<file path="src/sv/voltage_reference_mux_macros.svh">
// ----------------------------------------------------------------------------
// Assertion macros for the voltage reference mux
// Concurrent assertion wrappers that compile away when ASSERT_OFF is defined.
// ----------------------------------------------------------------------------
`ifndef VOLTAGE_REFERENCE_MUX_MACROS_SVH
`define VOLTAGE_REFERENCE_MUX_MACROS_SVH

`ifndef ASSERT_OFF
`define VRM_ASSERT(label, clk, rst_n, prop, msg) \
    label: assert property (@(posedge clk) disable iff (!rst_n) prop) else $error(msg);
`define VRM_ASSERT_NEVER(label, clk, rst_n, cond, msg) \
    label: assert property (@(posedge clk) disable iff (!rst_n) !(cond)) else $error(msg);
`else
`define VRM_ASSERT(label, clk, rst_n, prop, msg)
`define VRM_ASSERT_NEVER(label, clk, rst_n, cond, msg)
`endif

`endif

</file>
<file path="src/sv/vrm_pkg.sv">
// ----------------------------------------------------------------------------
// Voltage reference mux package
// Shared constants, codes and types of the voltage reference mux.
// ----------------------------------------------------------------------------
package vrm_pkg;

    // Number of reference channels, 1 to 16.
    localparam int CHANNELS = 8;
    localparam int CH_AW    = (CHANNELS > 1) ? $clog2(CHANNELS) : 1;

    // A ratio of 1.0 in Q1.12.
    localparam logic [12:0] ONE_Q = 13'd4096;

    // Source codes.
    localparam logic [2:0] SRC_VCC     = 3'd0;
    localparam logic [2:0] SRC_AVCC    = 3'd1;
    localparam logic [2:0] SRC_AREF    = 3'd2;
    localparam logic [2:0] SRC_BANDGAP = 3'd3;
    localparam logic [2:0] SRC_MUX     = 3'd4;

    typedef enum logic [1:0] {
        CMD_GET  = 2'd0,
        CMD_SET  = 2'd1,
        CMD_MUX  = 2'd2,
        CMD_NONE = 2'd3
    } cmd_t;

    typedef enum logic [1:0] {
        KIND_STATUS = 2'd0,
        KIND_VCC    = 2'd1,
        KIND_AREF   = 2'd2,
        KIND_CHAN   = 2'd3
    } kind_t;

    typedef enum logic [1:0] {
        STAT_OK        = 2'd0,
        STAT_VCC_UNSET = 2'd1,
        STAT_BAD_SRC   = 2'd2,
        STAT_BAD_CHAN  = 2'd3
    } status_t;

    typedef enum logic [3:0] {
        ST_IDLE,
        ST_DECIDE,
        ST_NOTE_VCC,
        ST_NOTE_AREF,
        ST_READ,
        ST_MODIFY,
        ST_DIV,
        ST_RESULT,
        ST_FINAL
    } state_t;

    // One channel table entry.
    typedef struct packed {
        logic [2:0]  ref_src;
        logic [16:0] bandgap_volts;
    } entry_t;

    localparam entry_t ENTRY_RESET = '{ref_src: SRC_BANDGAP, bandgap_volts: 17'd0};

    // Access request to the channel table.
    typedef struct packed {
        logic             rd_en;
        logic [CH_AW-1:0] rd_addr;
        logic             wr_en;
        logic [CH_AW-1:0] wr_addr;
        entry_t           wr_data;
    } tbl_req_t;

endpackage

</file>
<file path="src/sv/vrm_table.sv">
// ----------------------------------------------------------------------------
// Channel table
// Synchronous memory of channel entries with a registered read and a
// valid bit per entry so that unwritten entries read as the reset entry.
// ----------------------------------------------------------------------------
module vrm_table
(
    input  logic              clk,
    input  logic              rst_n,
    input  vrm_pkg::tbl_req_t req,
    output vrm_pkg::entry_t   rd_data
);

    vrm_pkg::entry_t             entry_mem [vrm_pkg::CHANNELS];
    logic [vrm_pkg::CHANNELS-1:0] valid_reg;
    vrm_pkg::entry_t             rd_data_reg;
    logic                        rd_valid_reg;

    always_ff @(posedge clk)
    begin
        if (req.wr_en)
        begin
            entry_mem[req.wr_addr] <= req.wr_data;
        end
        if (req.rd_en)
        begin
            rd_data_reg <= entry_mem[req.rd_addr];
        end
    end

    always_ff @(posedge clk or negedge rst_n)
    begin
        if (!rst_n)
        begin
            valid_reg    <= '0;
            rd_valid_reg <= 1'b0;
        end
        else
        begin
            if (req.wr_en)
            begin
                valid_reg[req.wr_addr] <= 1'b1;
            end
            if (req.rd_en)
            begin
                rd_valid_reg <= valid_reg[req.rd_addr];
            end
        end
    end

    assign rd_data = rd_valid_reg ? rd_data_reg : vrm_pkg::ENTRY_RESET;

endmodule

</file>
<file path="src/sv/vrm_div.sv">
// ----------------------------------------------------------------------------
// Bandgap ratio divider
// Restoring divider that computes floor(bandgap * 4096 / vcc), saturated
// at 4096, one quotient bit per cycle.
// ----------------------------------------------------------------------------
module vrm_div
(
    input  logic        clk,
    input  logic        rst_n,
    input  logic        start,
    input  logic [16:0] bg,
    input  logic [15:0] vcc,
    output logic        done,
    output logic [12:0] ratio
);

    logic        busy_reg;
    logic [3:0]  cnt_reg;
    logic [15:0] rem_reg;
    logic [12:0] quot_reg;
    logic [15:0] vcc_reg;
    logic        done_reg;
    logic [12:0] ratio_reg;

    logic        bg_pos;
    logic        bg_sat;
    logic        first_bit;
    logic [16:0] shifted;
    logic        step_bit;
    logic [12:0] quot_step;

    assign bg_pos    = !bg[16] && (bg[15:0] != 16'd0);
    // With bandgap at or above twice vcc the quotient is at least 8192.
    assign bg_sat    = {1'b0, bg[15:0]} >= {vcc, 1'b0};
    assign first_bit = bg[15:0] >= vcc;

    assign shifted   = {rem_reg, 1'b0};
    assign step_bit  = shifted >= {1'b0, vcc_reg};
    assign quot_step = {quot_reg[11:0], step_bit};

    always_ff @(posedge clk or negedge rst_n)
    begin
        if (!rst_n)
        begin
            busy_reg  <= 1'b0;
            cnt_reg   <= 4'd0;
            rem_reg   <= 16'd0;
            quot_reg  <= 13'd0;
            vcc_reg   <= 16'd0;
            done_reg  <= 1'b0;
            ratio_reg <= 13'd0;
        end
        else
        begin
            done_reg <= 1'b0;
            if (start)
            begin
                vcc_reg <= vcc;
                if ((vcc == 16'd0) || !bg_pos)
                begin
                    ratio_reg <= 13'd0;
                    done_reg  <= 1'b1;
                end
                else if (bg_sat)
                begin
                    ratio_reg <= vrm_pkg::ONE_Q;
                    done_reg  <= 1'b1;
                end
                else
                begin
                    // The remainder stays below vcc from here on.
                    rem_reg  <= first_bit ? (bg[15:0] - vcc) : bg[15:0];
                    quot_reg <= {12'd0, first_bit};
                    cnt_reg  <= 4'd12;
                    busy_reg <= 1'b1;
                end
            end
            else if (busy_reg)
            begin
                rem_reg  <= step_bit ? 16'(shifted - {1'b0, vcc_reg}) : shifted[15:0];
                quot_reg <= quot_step;
                cnt_reg  <= cnt_reg - 4'd1;
                if (cnt_reg == 4'd1)
                begin
                    busy_reg  <= 1'b0;
                    done_reg  <= 1'b1;
                    ratio_reg <= (quot_step > vrm_pkg::ONE_Q) ? vrm_pkg::ONE_Q : quot_step;
                end
            end
        end
    end

    assign done  = done_reg;
    assign ratio = ratio_reg;

endmodule

</file>
<file path="src/sv/voltage_reference_mux.sv">
// ----------------------------------------------------------------------------
// Voltage reference mux
// Keeps the supply voltage, the AREF ratio and a table of per-channel mux
// sources and bandgap voltages, and answers get, set and mux commands with
// change notifications followed by one status item that carries tlast. The
// block takes one command at a time. A command that reads a channel entry
// goes through a table read and, for a set or mux, a write-back, plus the
// bit-serial divider when the channel reference comes from its bandgap. A
// VCC write walks all CHANNELS table entries in turn. The table needs no
// clearing pass after reset. Stalls on the result side only hold the
// sequencer.
// ----------------------------------------------------------------------------
`include "voltage_reference_mux_macros.svh"

module voltage_reference_mux
(
    input  logic        clk,
    input  logic        rst_n,
    input  logic        s_axis_tvalid,
    output logic        s_axis_tready,
    input  logic [23:0] s_axis_tdata,   // [2:0] source, [6:3] channel, [23:7] voltage
    input  logic [1:0]  s_axis_tuser,   // [1:0] cmd
    output logic        m_axis_tvalid,
    input  logic        m_axis_tready,
    output logic [23:0] m_axis_tdata,   // [3:0] out_channel, [19:4] value, [21:20] status
    output logic [1:0]  m_axis_tuser,   // [1:0] kind
    output logic        m_axis_tlast
);

    localparam int AW = vrm_pkg::CH_AW;

    vrm_pkg::state_t state_reg, state_next;
    logic [1:0]      cmd_reg, cmd_next;
    logic [2:0]      src_reg, src_next;
    logic [3:0]      ch_reg, ch_next;
    logic [16:0]     volt_reg, volt_next;
    logic [15:0]     supply_reg, supply_next;
    logic [12:0]     aref_reg, aref_next;
    logic [AW-1:0]   idx_reg, idx_next;
    logic [15:0]     value_reg, value_next;
    logic [1:0]      status_reg, status_next;
    logic [12:0]     ref_reg, ref_next;
    logic            emit_reg, emit_next;

    logic            out_valid_reg;
    logic [1:0]      out_kind_reg, out_kind_next;
    logic [3:0]      out_ch_reg, out_ch_next;
    logic [15:0]     out_value_reg, out_value_next;
    logic [1:0]      out_status_reg, out_status_next;
    logic            out_last_reg, out_last_next;
    logic            out_load;
    logic            out_free;

    vrm_pkg::tbl_req_t tbl_req;
    vrm_pkg::entry_t   tbl_rd;
    vrm_pkg::entry_t   new_entry;

    logic        div_start;
    logic        div_done;
    logic [12:0] div_ratio;

    logic        bad_ch;
    logic        vcc_unset;
    logic        sweep;
    logic        use_bg;

    vrm_table u_table
    (
        .clk     (clk),
        .rst_n   (rst_n),
        .req     (tbl_req),
        .rd_data (tbl_rd)
    );

    vrm_div u_div
    (
        .clk   (clk),
        .rst_n (rst_n),
        .start (div_start),
        .bg    (new_entry.bandgap_volts),
        .vcc   (supply_reg),
        .done  (div_done),
        .ratio (div_ratio)
    );

    assign bad_ch    = {1'b0, ch_reg} >= 5'(vrm_pkg::CHANNELS);
    assign vcc_unset = supply_reg == 16'd0;
    assign sweep     = (cmd_reg == vrm_pkg::CMD_SET) && (src_reg == vrm_pkg::SRC_VCC);
    assign out_free  = !out_valid_reg || m_axis_tready;

    always_ff @(posedge clk or negedge rst_n)
    begin
        if (!rst_n)
        begin
            state_reg      <= vrm_pkg::ST_IDLE;
            cmd_reg        <= 2'd0;
            src_reg        <= 3'd0;
            ch_reg         <= 4'd0;
            volt_reg       <= 17'd0;
            supply_reg     <= 16'd0;
            aref_reg       <= 13'd0;
            idx_reg        <= '0;
            value_reg      <= 16'd0;
            status_reg     <= 2'd0;
            ref_reg        <= 13'd0;
            emit_reg       <= 1'b0;
            out_valid_reg  <= 1'b0;
            out_kind_reg   <= 2'd0;
            out_ch_reg     <= 4'd0;
            out_value_reg  <= 16'd0;
            out_status_reg <= 2'd0;
            out_last_reg   <= 1'b0;
        end
        else
        begin
            state_reg  <= state_next;
            cmd_reg    <= cmd_next;
            src_reg    <= src_next;
            ch_reg     <= ch_next;
            volt_reg   <= volt_next;
            supply_reg <= supply_next;
            aref_reg   <= aref_next;
            idx_reg    <= idx_next;
            value_reg  <= value_next;
            status_reg <= status_next;
            ref_reg    <= ref_next;
            emit_reg   <= emit_next;
            if (out_load)
            begin
                out_valid_reg  <= 1'b1;
                out_kind_reg   <= out_kind_next;
                out_ch_reg     <= out_ch_next;
                out_value_reg  <= out_value_next;
                out_status_reg <= out_status_next;
                out_last_reg   <= out_last_next;
            end
            else if (m_axis_tready)
            begin
                out_valid_reg <= 1'b0;
            end
        end
    end

    always_comb
    begin
        state_next      = state_reg;
        cmd_next        = cmd_reg;
        src_next        = src_reg;
        ch_next         = ch_reg;
        volt_next       = volt_reg;
        supply_next     = supply_reg;
        aref_next       = aref_reg;
        idx_next        = idx_reg;
        value_next      = value_reg;
        status_next     = status_reg;
        ref_next        = ref_reg;
        emit_next       = emit_reg;
        out_load        = 1'b0;
        out_kind_next   = vrm_pkg::KIND_STATUS;
        out_ch_next     = 4'd0;
        out_value_next  = 16'd0;
        out_status_next = vrm_pkg::STAT_OK;
        out_last_next   = 1'b0;
        tbl_req         = '0;
        tbl_req.rd_addr = idx_reg;
        tbl_req.wr_addr = idx_reg;
        new_entry       = tbl_rd;
        tbl_req.wr_data = new_entry;
        div_start       = 1'b0;
        use_bg          = 1'b0;
        s_axis_tready   = 1'b0;

        case (state_reg)
            vrm_pkg::ST_IDLE:
            begin
                s_axis_tready = 1'b1;
                if (s_axis_tvalid)
                begin
                    cmd_next   = s_axis_tuser;
                    src_next   = s_axis_tdata[2:0];
                    ch_next    = s_axis_tdata[6:3];
                    volt_next  = s_axis_tdata[23:7];
                    state_next = vrm_pkg::ST_DECIDE;
                end
            end

            vrm_pkg::ST_DECIDE:
            begin
                value_next  = 16'd0;
                status_next = vrm_pkg::STAT_OK;
                idx_next    = ch_reg[AW-1:0];
                state_next  = vrm_pkg::ST_FINAL;
                case (cmd_reg)
                    vrm_pkg::CMD_GET:
                    begin
                        if (vcc_unset)
                        begin
                            status_next = vrm_pkg::STAT_VCC_UNSET;
                        end
                        else if (src_reg == vrm_pkg::SRC_VCC)
                        begin
                            value_next = supply_reg;
                        end
                        else if (src_reg == vrm_pkg::SRC_AVCC)
                        begin
                            value_next = 16'(vrm_pkg::ONE_Q);
                        end
                        else if (src_reg == vrm_pkg::SRC_AREF)
                        begin
                            value_next = 16'(aref_reg);
                        end
                        else if ((src_reg == vrm_pkg::SRC_BANDGAP) ||
                                 (src_reg == vrm_pkg::SRC_MUX))
                        begin
                            if (bad_ch)
                            begin
                                status_next = vrm_pkg::STAT_BAD_CHAN;
                            end
                            else
                            begin
                                state_next = vrm_pkg::ST_READ;
                            end
                        end
                        else
                        begin
                            status_next = vrm_pkg::STAT_BAD_SRC;
                        end
                    end
                    vrm_pkg::CMD_SET:
                    begin
                        if (vcc_unset && (src_reg != vrm_pkg::SRC_VCC))
                        begin
                            status_next = vrm_pkg::STAT_VCC_UNSET;
                        end
                        else if (src_reg == vrm_pkg::SRC_VCC)
                        begin
                            supply_next = volt_reg[16] ? 16'd0 : volt_reg[15:0];
                            state_next  = vrm_pkg::ST_NOTE_VCC;
                        end
                        else if (src_reg == vrm_pkg::SRC_AREF)
                        begin
                            if (volt_reg[16])
                            begin
                                aref_next = 13'd0;
                            end
                            else if (volt_reg[15:0] > 16'(vrm_pkg::ONE_Q))
                            begin
                                aref_next = vrm_pkg::ONE_Q;
                            end
                            else
                            begin
                                aref_next = volt_reg[12:0];
                            end
                            state_next = vrm_pkg::ST_NOTE_AREF;
                        end
                        else if (src_reg == vrm_pkg::SRC_BANDGAP)
                        begin
                            if (bad_ch)
                            begin
                                status_next = vrm_pkg::STAT_BAD_CHAN;
                            end
                            else
                            begin
                                state_next = vrm_pkg::ST_READ;
                            end
                        end
                        else
                        begin
                            status_next = vrm_pkg::STAT_BAD_SRC;
                        end
                    end
                    vrm_pkg::CMD_MUX:
                    begin
                        if (vcc_unset)
                        begin
                            status_next = vrm_pkg::STAT_VCC_UNSET;
                        end
                        else if (bad_ch)
                        begin
                            status_next = vrm_pkg::STAT_BAD_CHAN;
                        end
                        else if (src_reg > vrm_pkg::SRC_MUX)
                        begin
                            status_next = vrm_pkg::STAT_BAD_SRC;
                        end
                        else
                        begin
                            state_next = vrm_pkg::ST_READ;
                        end
                    end
                    default:
                    begin
                        status_next = vrm_pkg::STAT_OK;
                    end
                endcase
            end

            vrm_pkg::ST_NOTE_VCC:
            begin
                if (out_free)
                begin
                    out_load       = 1'b1;
                    out_kind_next  = vrm_pkg::KIND_VCC;
                    out_value_next = supply_reg;
                    idx_next       = '0;
                    state_next     = vrm_pkg::ST_READ;
                end
            end

            vrm_pkg::ST_NOTE_AREF:
            begin
                if (out_free)
                begin
                    out_load       = 1'b1;
                    out_kind_next  = vrm_pkg::KIND_AREF;
                    out_value_next = 16'(aref_reg);
                    state_next     = vrm_pkg::ST_FINAL;
                end
            end

            vrm_pkg::ST_READ:
            begin
                tbl_req.rd_en = 1'b1;
                state_next    = vrm_pkg::ST_MODIFY;
            end

            vrm_pkg::ST_MODIFY:
            begin
                // The entry is written back here; the next read of the table comes
                // only after ST_RESULT or ST_FINAL, so no forwarding is needed.
                emit_next = 1'b0;
                if ((cmd_reg == vrm_pkg::CMD_SET) && (src_reg == vrm_pkg::SRC_BANDGAP))
                begin
                    new_entry.bandgap_volts = volt_reg;
                    tbl_req.wr_en           = 1'b1;
                    emit_next = tbl_rd.ref_src == vrm_pkg::SRC_BANDGAP;
                end
                else if (cmd_reg == vrm_pkg::CMD_MUX)
                begin
                    new_entry.ref_src = src_reg;
                    if ((src_reg == vrm_pkg::SRC_BANDGAP) && !volt_reg[16])
                    begin
                        new_entry.bandgap_volts = volt_reg;
                    end
                    tbl_req.wr_en = 1'b1;
                    emit_next     = 1'b1;
                end
                else if (sweep)
                begin
                    emit_next = 1'b1;
                end
                tbl_req.wr_data = new_entry;

                // A get of the bandgap source always wants the bandgap ratio.
                use_bg = ((cmd_reg == vrm_pkg::CMD_GET) &&
                          (src_reg == vrm_pkg::SRC_BANDGAP)) ||
                         (new_entry.ref_src == vrm_pkg::SRC_BANDGAP);
                if (use_bg)
                begin
                    div_start  = 1'b1;
                    state_next = vrm_pkg::ST_DIV;
                end
                else
                begin
                    if (vcc_unset)
                    begin
                        ref_next = 13'd0;
                    end
                    else if ((new_entry.ref_src == vrm_pkg::SRC_VCC) ||
                             (new_entry.ref_src == vrm_pkg::SRC_AVCC))
                    begin
                        ref_next = vrm_pkg::ONE_Q;
                    end
                    else if (new_entry.ref_src == vrm_pkg::SRC_AREF)
                    begin
                        ref_next = aref_reg;
                    end
                    else
                    begin
                        ref_next = 13'd0;
                    end
                    state_next = vrm_pkg::ST_RESULT;
                end
            end

            vrm_pkg::ST_DIV:
            begin
                if (div_done)
                begin
                    ref_next   = div_ratio;
                    state_next = vrm_pkg::ST_RESULT;
                end
            end

            vrm_pkg::ST_RESULT:
            begin
                if (cmd_reg == vrm_pkg::CMD_GET)
                begin
                    value_next = 16'(ref_reg);
                    state_next = vrm_pkg::ST_FINAL;
                end
                else if (!emit_reg)
                begin
                    state_next = vrm_pkg::ST_FINAL;
                end
                else if (out_free)
                begin
                    out_load       = 1'b1;
                    out_kind_next  = vrm_pkg::KIND_CHAN;
                    out_ch_next    = 4'(idx_reg);
                    out_value_next = 16'(ref_reg);
                    if (sweep && (idx_reg != AW'(vrm_pkg::CHANNELS - 1)))
                    begin
                        idx_next   = idx_reg + AW'(1);
                        state_next = vrm_pkg::ST_READ;
                    end
                    else
                    begin
                        state_next = vrm_pkg::ST_FINAL;
                    end
                end
            end

            vrm_pkg::ST_FINAL:
            begin
                if (out_free)
                begin
                    out_load        = 1'b1;
                    out_kind_next   = vrm_pkg::KIND_STATUS;
                    out_value_next  = value_reg;
                    out_status_next = status_reg;
                    out_last_next   = 1'b1;
                    state_next      = vrm_pkg::ST_IDLE;
                end
            end

            default:
            begin
                state_next = vrm_pkg::ST_IDLE;
            end
        endcase
    end

    assign m_axis_tvalid = out_valid_reg;
    assign m_axis_tdata  = {2'b00, out_status_reg, out_value_reg, out_ch_reg};
    assign m_axis_tuser  = out_kind_reg;
    assign m_axis_tlast  = out_last_reg;

    // The final status item is the only one that closes a command.
    `VRM_ASSERT(a_last_only_on_status, clk, rst_n,
        m_axis_tvalid |-> (m_axis_tlast == (m_axis_tuser == vrm_pkg::KIND_STATUS)),
        "tlast does not match a status item")
    // Notifications never carry an error code.
    `VRM_ASSERT(a_note_status_ok, clk, rst_n,
        (m_axis_tvalid && (m_axis_tuser != vrm_pkg::KIND_STATUS)) |->
            (m_axis_tdata[21:20] == vrm_pkg::STAT_OK),
        "notification with error status")
    // A divider result arrives only while the sequencer waits for it.
    `VRM_ASSERT(a_div_done_waited, clk, rst_n,
        div_done |-> (state_reg == vrm_pkg::ST_DIV),
        "divider result arrived outside the wait state")
    // A ratio never exceeds 1.0.
    `VRM_ASSERT_NEVER(a_div_ratio_range, clk, rst_n,
        div_done && (div_ratio > vrm_pkg::ONE_Q),
        "divider ratio above 1.0")

endmodule

</file>
<file path="config.mk">
export PLATFORM = sky130hd
export DESIGN_NAME = voltage_reference_mux
export DESIGN_NICKNAME = d
export VERILOG_FILES = /design/src/sv/vrm_pkg.sv /design/src/sv/vrm_table.sv /design/src/sv/vrm_div.sv /design/src/sv/voltage_reference_mux.sv
export VERILOG_INCLUDE_DIRS = /design/src /design/src/sv
export SDC_FILE = /design/constraint.sdc
export NUM_CORES = 1
export LEC_CHECK = 0
export ABC_AREA = 1
export BUFFER_PORTS_ARGS = -buffer_cell sky130_fd_sc_hd__buf_4
export CORE_ASPECT_RATIO = 0.8
export CORE_MARGIN = 2
export CORE_UTILIZATION = 56
export DETAILED_ROUTE_END_ITERATION = 10
export PLACE_DENSITY = 0.76
export SKIP_CTS_REPAIR_TIMING = 1
export SYNTH_ARGS = -nofsm -noshare
export SYNTH_HDL_FRONTEND = slang
export SYNTH_SLANG_ARGS = --single-unit
</file>
<file path="constraint.sdc">
create_clock -name clk -period 3.45 [get_ports clk]
set_input_delay 0.8625 -clock clk [delete_from_list [all_inputs] [get_ports clk]]
set_output_delay 0.8625 -clock clk [all_outputs]
set_load 0.02 [all_outputs]
</file>
# Word-level counts from Yosys, hierarchy flattened
# Memories as Yosys holds them, arrays and structs flattened. A register that Yosys moved wholly into a read port is not among the register bits.
# Index checks and enable logic that the tools add are counted.
[totals] mem_count=1 ram_bits=160 regBits=192
[memory_table] name="u_table.entry_mem" words=8 width=20 rd=1 rd_clocked_by_memory_dff=1 write_ports=1 line="vrm_table.sv:14" rtl="vrm_pkg::entry_t entry_mem [vrm_pkg::CHANNELS];"
[classes] n_mux=140 bitwise_logic=3 n_addsub=4 reduce_logical=41 magnitude_cmp=9 n_eq_ne=35
[op_table] operator="$mux W13" count=19
[op_table] operator="$mux W16" count=13
[op_table] operator="$mux W4" count=26
[op_table] operator="$pmux W16 S4" count=1
[op_table] operator="$mux W20" count=3
[op_table] operator="$mux W12" count=4
[op_table] operator="$mux W2" count=19
[op_table] operator="$pmux W4 S9" count=1
[op_table] operator="$mux W17" count=2
[op_table] operator="$mux W3" count=11
[op_table] operator="$mux W1" count=32
[op_table] operator="$pmux W16 S2" count=1
[op_table] operator="$sub A16 B16 Y16" count=2
[op_table] operator="$pmux W13 S2" count=1
[op_table] operator="$ne A2 B2 Y1 const B" count=12
[op_table] operator="$ge A16 B17 Y1" count=1
[op_table] operator="$ge A17 B16 Y1" count=1
[op_table] operator="$eq A4 B3 Y1 const B" count=4
[op_table] operator="$ge A16 B16 Y1" count=1
[op_table] operator="$gt A16 B13 Y1 const B" count=1
[op_table] operator="$logic_not A16 Y1" count=1
[op_table] operator="$reduce_bool A16 Y1" count=1
[op_table] operator="$eq A3 B2 Y1 const B" count=5
[op_table] operator="$gt A13 B13 Y1 const B" count=1
[op_table] operator="other kinds (39)" count=69

# Longest topological paths before layout
# Gate-level depths: netlist of run 1.
[depth] ltp_word=13 depth_mapped=24 depth_no_buf=22

# By module
# Synthesis of run 1 repeated with hierarchy kept, for this count alone.
[unflattened] hier_cells=2292 hier_area_um2=19567.5
[modules_own_cells] module="vrm_table" area_per_inst_um2=7439.6 cells_per_inst=596 n_inst=1
[modules_own_cells] module="voltage_reference_mux" area_per_inst_um2=6190.9 cells_per_inst=780 n_inst=1
[modules_own_cells] module="vrm_div" area_per_inst_um2=5936.9 cells_per_inst=916 n_inst=1

# Worst setup path before layout of run 1
# OpenSTA, ideal clock, no wires.
[synth_path] kind="register to register" startpoint="register src_reg[1]" endpoint="memory u_table.entry_mem[5][0] in the netlist's numbering (enable)" setup_time_ns=0.450 path_stages_with_launch=9 required_time_ns=3.000 path_slack_ns=-0.172 n_path_buf=0 t_arrival_ns=3.172 cell_sequence="dfrtp_1 nand2_1 nor2_4 inv_1 nor2_1 inv_1 nand2_1 nand2_1 nor4_1"
[synth_between] elab_chain_cells=6
[synth_lines] element="from (decl)" line="voltage_reference_mux.sv:34" rtl="logic [2:0] src_reg, src_next;"
[synth_lines] element="from (signal assigned)" line="voltage_reference_mux.sv:118" rtl="src_reg <= src_next;"
[synth_lines] element="$eq A3 B2 Y1" line="voltage_reference_mux.sv:332" rtl="if ((cmd_reg == vrm_pkg::CMD_SET) && (src_reg == vrm_pkg::SRC_BANDGAP))"
[synth_lines] element="$logic_and A1 B1 Y1" line="voltage_reference_mux.sv:332"
[synth_lines] element="$mux W1" line="voltage_reference_mux.sv:332"
[synth_lines] element="$mux W1" line="voltage_reference_mux.sv:173" rtl="case (state_reg)"
[synth_lines] element="$mux W1" line="vrm_table.sv:21" rtl="if (req.wr_en)"
[synth_lines] element="$mux W1 (not written as such)" line="vrm_table.sv:23" rtl="entry_mem[req.wr_addr] <= req.wr_data;"
[synth_lines] element="to (decl)" line="vrm_table.sv:14"
# No other way between the ends.

==> qor.yml, run 1 <==
synth:
  avgSynthCellArea_um2: 9.71
  ys_seq_area_frac: 0.573
  ys_ff_latch: 371
  syn-cell-area_um2: 17800
  synth_edf_count: 180
  synth_flop_cell: "dfrtp_1"
  synthArstFlopShare: 0.515
  netlist_instances: 1831
  synth_warnings: 0
  ys_types: 50
power_and_ir_drop:
  leakage_uw: 0.00940
  pwr_density_cell_nw_per_um2: 774
  total_power_uw: 15700
  irDropWorstVdd_v: 0.000481
timing:
  fin_crit_sh: 0.945
  worstMarginPinSlew_ns: 1.20
  slew_headroom: 0.195
  holdWs_ns: 0.291
  setup_viol: 0
  fin_ws_ns: 0.191
  slew_viol_final: 0
  setup_tns_ns: 0
  clock.fmax_mhz: 307
  period_needed_ns: 3.26
  fin_worst_skew_ns: 0.0125
  hold_violations: 0
setup_path:
  crit_fanout: 29
  required_ns: 3.87
  cp-start-kind: "register"
  cp.arrival_ns: 3.68
  reg2reg_depth: 20
  crit_type: "register to register"
  worstSetupEndpointType: "register"
final_layout:
  largest_register_ff_count: 160
  num-fill-cells: 2474
  layout_common_cells: "nand2_1 (391), dfrtp_1 (191), edfxtp_1 (180)"
  diodes: 0
  layout-drive-gt1-share: 0.120
  final_common_cell: "nand2_1"
  syn2layout_area_growth_pct: 14.0
  regArea_um2: 10200
  final_nets: 1995
  multi_input_area_um2: 6740
cts:
  clkTransAtPathRegs_ns: 0.07
  root_buffer: "clkbuf_16"
  numCtsBuffers: 37
  cts_tree: "built"
  cts.sinks: 371
  htree_num_levels: 2
  clock_path_buffers: 3
  clk_latency_ns: 0.54
route:
  vias: 14200
  antenna_left: 0
  wirelength_met1_um: 21800
  wl_per_cell_um: 20.7
  dr_wl_met3_um: 4540
  dr.pass1.iters: 5
  route.met2.wl_um: 21500
  drt_iter0_markers: 1640
  routed.top_layer: "met4"
  viasPerCell: 6.03
  drc: 0
  wl_um: 48900
global_route:
  track_usage: 0.298
  grt_pass1_vias: 13200
  antenna_found_initial: 0
  grt_pass1_wl_um: 76400
  overflow: 0
  grt_max_degree: 80
die:
  start_util: 0.567
  io_pins: 59
  chipWidth_um: 203
  die_h_um: 163
  dieArea_um2: 33200
  core_area_um2: 31400
  row_count: 58
job:
  maxCapViolCount: 0
placement:
  hpwl_um: 33400
  port_buffers: 55
  routabilityCongestion: 0.986
  dp_slack_ns: 0.198
hold_path:
  hold_class: "input pin to async pin"
run_status:
  status: "complete, no violations"
layer usage:
layer | track usage | vias up
li1 | - | 6603
met1 | 0.457 | 6903
met2 | 0.440 | 647
met3 | 0.0519 | 73
met4 | 0.0783 | 0
met5 | 0 | -
worst max-delay path: stages (launching register included):
cell and delay, ns:
dfrtp_1 0.41, inv_2 0.09, nand2_2 0.08, nor2_4 0.18
buf_6 0.18, nand4_1 0.10, nand2_1 0.12, inv_1 0.07
ha_1 0.24, fa_1 0.41, nor2_1 0.20, o21ai_0 0.11
nand3_1 0.11, nand2_1 0.06, nand3_1 0.15, buf_12 0.20
a21oi_1 0.08, o21ai_0 0.11, o21ai_0 0.10, nand2_1 0.07
nand2_1 0.06
report_power, final:
part	internal (uW)	switching (uW)
combinational	1950	3910
sequential	5180	532
clock	2410	1720
total	9550	6160
area by class of cell:
class                   instances  area share
clock buffers                  54      0.0533
clock inverters                13     0.00790
inverters                     164      0.0305
multi-input cells            1215       0.332
flip-flops and latches        371       0.502
well taps                     420      0.0259
repair buffers                123      0.0479
logic make-up after synthesis:
logic type,share of synthesized area
AND/OR/NAND/NOR,0.189
flip-flops,0.573
AO/OA/AOI/OAI,0.129
buffers and inverters,0.0547
adder cells (fa/ha/maj),0.0381
XOR/XNOR,0.0108
multiplexers,0.00507
other,0.000211
Yosys cell counts, types with 2 or more instances:
cell type	number	area share
o21ai_0	93	0.026
buf_6	2	0.0013
o221ai_1	13	0.0064
nand3_1	139	0.039
nor2_1	113	0.024
buf_2	9	0.0025
or2_2	9	0.0032
o21bai_1	4	0.0017
a22oi_1	53	0.022
a211o_1	2	0.00099
a21o_1	5	0.0021
o31ai_1	3	0.0013
nand4_1	53	0.019
nor2_4	2	0.0013
nand3b_1	7	0.0030
inv_2	3	0.00063
o211ai_1	21	0.0089
nor3_1	30	0.0084
a21oi_1	88	0.025
o21a_1	2	0.00084
nand2_2	5	0.0018
fa_1	2	0.0023
a22o_1	18	0.0089
mux2_2	8	0.0051
buf_1	5	0.0011
edfxtp_1	180	0.30
ha_1	51	0.036
a21boi_0	2	0.00084
xor2_1	8	0.0039
o22ai_1	15	0.0053
o21ai_1	3	0.00084
xnor2_1	14	0.0069
a31oi_1	21	0.0074
clkbuf_1	62	0.013
clkinv_1	3	0.00063
buf_4	5	0.0021
dfrtp_1	191	0.27
nand2_1	391	0.083
nor4_1	11	0.0039
inv_1	158	0.033
a221oi_1	18	0.0089
worst paths after layout:
path                                      startpoint              endpoint  slack, ns
worst max-delay path                    state_reg[1]      u_div.rem_reg[0]       0.19
worst min-delay path                           rst_n     out_value_reg[10]       0.29
worst min register to register  u_table.valid_reg[0]  u_table.valid_reg[0]       0.48
worst max register to register          state_reg[1]      u_div.rem_reg[0]       0.19
min in group clk                u_table.valid_reg[0]  u_table.valid_reg[0]       0.48
max in group asynchronous                      rst_n     u_div.quot_reg[5]       2.40
per-stage QoR:
stage	cell area, um2	std cells	utilization
floorplan	17800	1833	-
global placement	19000	2292	0.606
detailed placement	19000	2292	0.606
CTS	20200	2359	0.645
global route	20300	2360	0.647
finish	20300	2360	0.647
No activity file was read; power rests on OpenSTA's default activity.
==> run 2, diff against run 1 <==
CORE_UTILIZATION = 57   (was 56)
PLACE_DENSITY = 0.77   (was 0.76)
SLEW_MARGIN = 25   (was unset)
SYNTH_HIERARCHICAL = 1   (was unset)
==> run 2 against run 1 <==
Synthesized area up 10%. Global-route usage grew 0.32 points. Total power increased by 43%. Clock power increased by 3%. Cell area up 9.4%. Critical path type unchanged. Highest routed layer unchanged.
==> qor.yml, run 2 <==
run_status:
  status: "complete, no violations"
synth:
  syn-cell-area_um2: 19600  # +10%
  synth_warnings: 6  # +6
  yosysMostFrequentCell: "nand2_1"
  avgSynthCellArea_um2: 8.54  # -12%
  yosys.area.top_type: "edfxtp_1"
  synthArstFlopShare: 0.515  # unchanged
  netlist_instances: 2292  # +25%
  ys_top_cells_by_area: "edfxtp_1 (28%), dfrtp_1 (24%), nand2_1 (12%)"
  synth_flop_cell: "dfrtp_1"
  ys_types: 56  # +12%
  ys_ff_latch: 371  # unchanged
  synth_edf_count: 180  # unchanged
  ys_seq_area_frac: 0.520  # -0.0522
  ys_top_cells_by_count: "nand2_1 (617), nor2_1 (259), inv_1 (242)"
  synth_top_area_frac: 0.276  # -0.0277
power_and_ir_drop:
  irDropWorstVdd_v: 0.000964  # +100%
  swShare: 0.470  # +0.0776
  p_seq_frac: 0.273  # -0.091
  power.share.clock: 0.189  # -0.074
  p_sw_uw: 10500  # +71%
  pwr_density_cell_nw_per_um2: 1010  # +31%
  leakage_uw: 0.0103  # +9.2%
  p_comb_frac: 0.538  # +0.165
  p_int_uw: 11900  # +25%
  total_power_uw: 22400  # +43%
final_layout:
  finish.utilization: 0.658  # +0.0113
  largest_register_ff_count: 160  # unchanged
  multi_input_area_um2: 8000  # +19%
  layout_common_cells: "nand2_1 (611), nor2_1 (248), inv_1 (239)"
  num-fill-cells: 2734  # +11%
  final_cells: 2853  # +21%
  layout-drive-gt1-share: 0.144  # +0.0242
  diodes: 0  # unchanged
  fin_area_um2: 22200  # +9.4%
  final_nets: 2473  # +24%
  syn2layout_area_growth_pct: 13.4
  regArea_um2: 10200  # about the same
  final_common_cell: "nand2_1"
die:
  start_util: 0.581  # +0.0132
  row_count: 60  # +3.4%
  dieArea_um2: 35800  # +7.9%
  core_area_um2: 33700  # +7.5%
  die_h_um: 170  # +3.9%
  io_pins: 59  # unchanged
  chipWidth_um: 211  # +3.9%
setup_path:
  cp.arrival_ns: 3.78  # +0.10 ns
  reg2reg_to: "u_div/rem_reg[12]"
  worstSetupEndpointType: "register"
  r2r_start: "state_reg[3]"
  crit_fanout: 9  # -69%
  required_ns: 3.89  # +0.02 ns
  cp-start-kind: "register"
  r2r_slack_ns: 0.10  # -0.09 ns
  reg2reg_depth: 19  # -5.0%
  crit_type: "register to register"
placement:
  dp_slack_ns: 0.00146  # -0.196 ns
  placed_area_um2: 20500  # +8.1%
  port_buffers: 55  # unchanged
  hpwl_um: 37200  # +11%
  dp.cells: 2759  # +20%
  routabilityCongestion: 1.00  # +1.5%
global_route:
  grt_pass1_wl_um: 84400  # +10%
  antenna_found_initial: 0  # unchanged
  grt_max_degree: 89  # +11%
  overflow: 0  # unchanged
  grt_pass1_vias: 15400  # +17%
  track_usage: 0.301  # +0.00323
cts:
  root_buffer: "clkbuf_16"
  cts_tree: "built"
  cts.sinks: 371  # unchanged
  numCtsBuffers: 39  # +5.4%
  clock_path_buffers: 3  # unchanged
  clk_latency_ns: 0.55  # about the same
  htree_num_levels: 2  # unchanged
  clkTransAtPathRegs_ns: 0.06  # about the same
route:
  vias: 16500  # +16%
  dr.pass1.iters: 5  # unchanged
  wl_per_cell_um: 19.0  # -8.1%
  antenna_left: 0  # unchanged
  viasPerCell: 5.77  # -4.2%
  wl_um: 54300  # +11%
  drt_iter0_markers: 2005  # +22%
  drc: 0  # unchanged
hold_path:
  hold_class: "input pin to async pin"
timing:
  clock.fmax_mhz: 299  # -2.6%
  slew_headroom: 0.373  # +0.179
  worstMarginPinSlew_ns: 0.937  # -0.267 ns
  fin_ws_ns: 0.105  # -0.0868 ns
  fin_worst_skew_ns: 0.0175  # +0.00506 ns
  setup_viol: 0  # unchanged
  period_needed_ns: 3.35  # +0.0868 ns
  hold_violations: 0  # unchanged
  fin_crit_sh: 0.970  # +0.0252
  slew_viol_final: 0  # unchanged
job:
  maxCapViolCount: 0  # unchanged
run 2: cell count changes in the layout (fill, tap and decap cells not counted), sizes merged, moves of 18 or more:
| cell | delta |
|---|---|
| inv | +106 |
| nand2 | +243 |
| nor2 | +161 |
| a31oi | -20 |
| o21ai | +123 |
| a221oi | -18 |
| nand4 | -39 |
| o22ai | +19 |
| a21oi | +19 |
| a22oi | -33 |
| nor3 | -18 |
| o211ai | -19 |
run 2: cell families after synthesis:
logic type / synth area share
mux: 0.00115
xor+xnor: 0.00537
simple gates: 0.242
flops: 0.520
buf+inv: 0.0804
compound gates: 0.115
other cells: 0.000192
fa+ha+maj: 0.0347
run 2: final cells by class:
cell class / instances / share of cell area
multi-input cells: 1572 / 0.360
well taps: 434 / 0.0245
flip-flops and latches: 371 / 0.459
inverters: 267 / 0.0453
clock inverters: 20 / 0.0100
repair buffers: 139 / 0.0522
clock buffers: 50 / 0.0485
run 2: per-layer routing:
layer	wire, um	up-vias	global-route usage	share of wire
li1	-	7727	-	-
met1	24100	7841	0.448	0.44
met2	23800	793	0.454	0.44
met3	5000	115	0.0537	0.092
met4	1460	0	0.0879	0.027
met5	0	-	0	0
run 2: per-stage QoR:
stage          hold slack (ns)  setup TNS, ns
2_1_floorplan            0.427              0
3_3_place_gp             0.439              0
3_5_place_dp             0.453              0
4_1_cts                  0.407         -0.373
5_1_grt                  0.441         -0.656
6_report                 0.386              0
run 2: how the worst max path moves through the flow:
stage	startpoint	to	slack, ns	cells after the start
2_1_floorplan	state_reg[3]	u_div/rem_reg[15]	0.03	21
3_3_place_gp	src_reg[1]	u_div/rem_reg[7]	0.17	21
3_5_place_dp	cmd_reg[0]	u_div/rem_reg[8]	0.001	19
4_1_cts	src_reg[0]	u_div/rem_reg[8]	-0.05	20
5_1_grt	state_reg[2]	u_div/rem_reg[8]	-0.05	22
6_report	state_reg[3]	u_div/rem_reg[12]	0.10	19
run 2: power by group through the flow:
stage / Combinational (uW) / Clock [uW] / Sequential, uW
2_1_floorplan: 8570 / 0 / 6050
3_3_place_gp: 11100 / 0 / 6150
3_5_place_dp: 11200 / 0 / 6170
4_1_cts: 11300 / 4290 / 6100
5_1_grt: 13300 / 4480 / 6190
6_report: 12100 / 4240 / 6130
run 2: worst max-delay path: stages, from the launching register on:
cell and delay (ns):
dfrtp_1 0.44, nor2_4 0.16, inv_2 0.07, nor3_4 0.27, o21ai_4 0.17, clkbuf_16 0.19, o21ai_1 0.33, ha_1 0.33
nand2_1 0.11, inv_2 0.09, nand3_4 0.09, nor3_4 0.29, nand2_8 0.14, nand2_8 0.12, buf_4 0.11, nand3_2 0.08
nand2_1 0.08, nand2_1 0.05, nand2_1 0.05, nand2_1 0.05
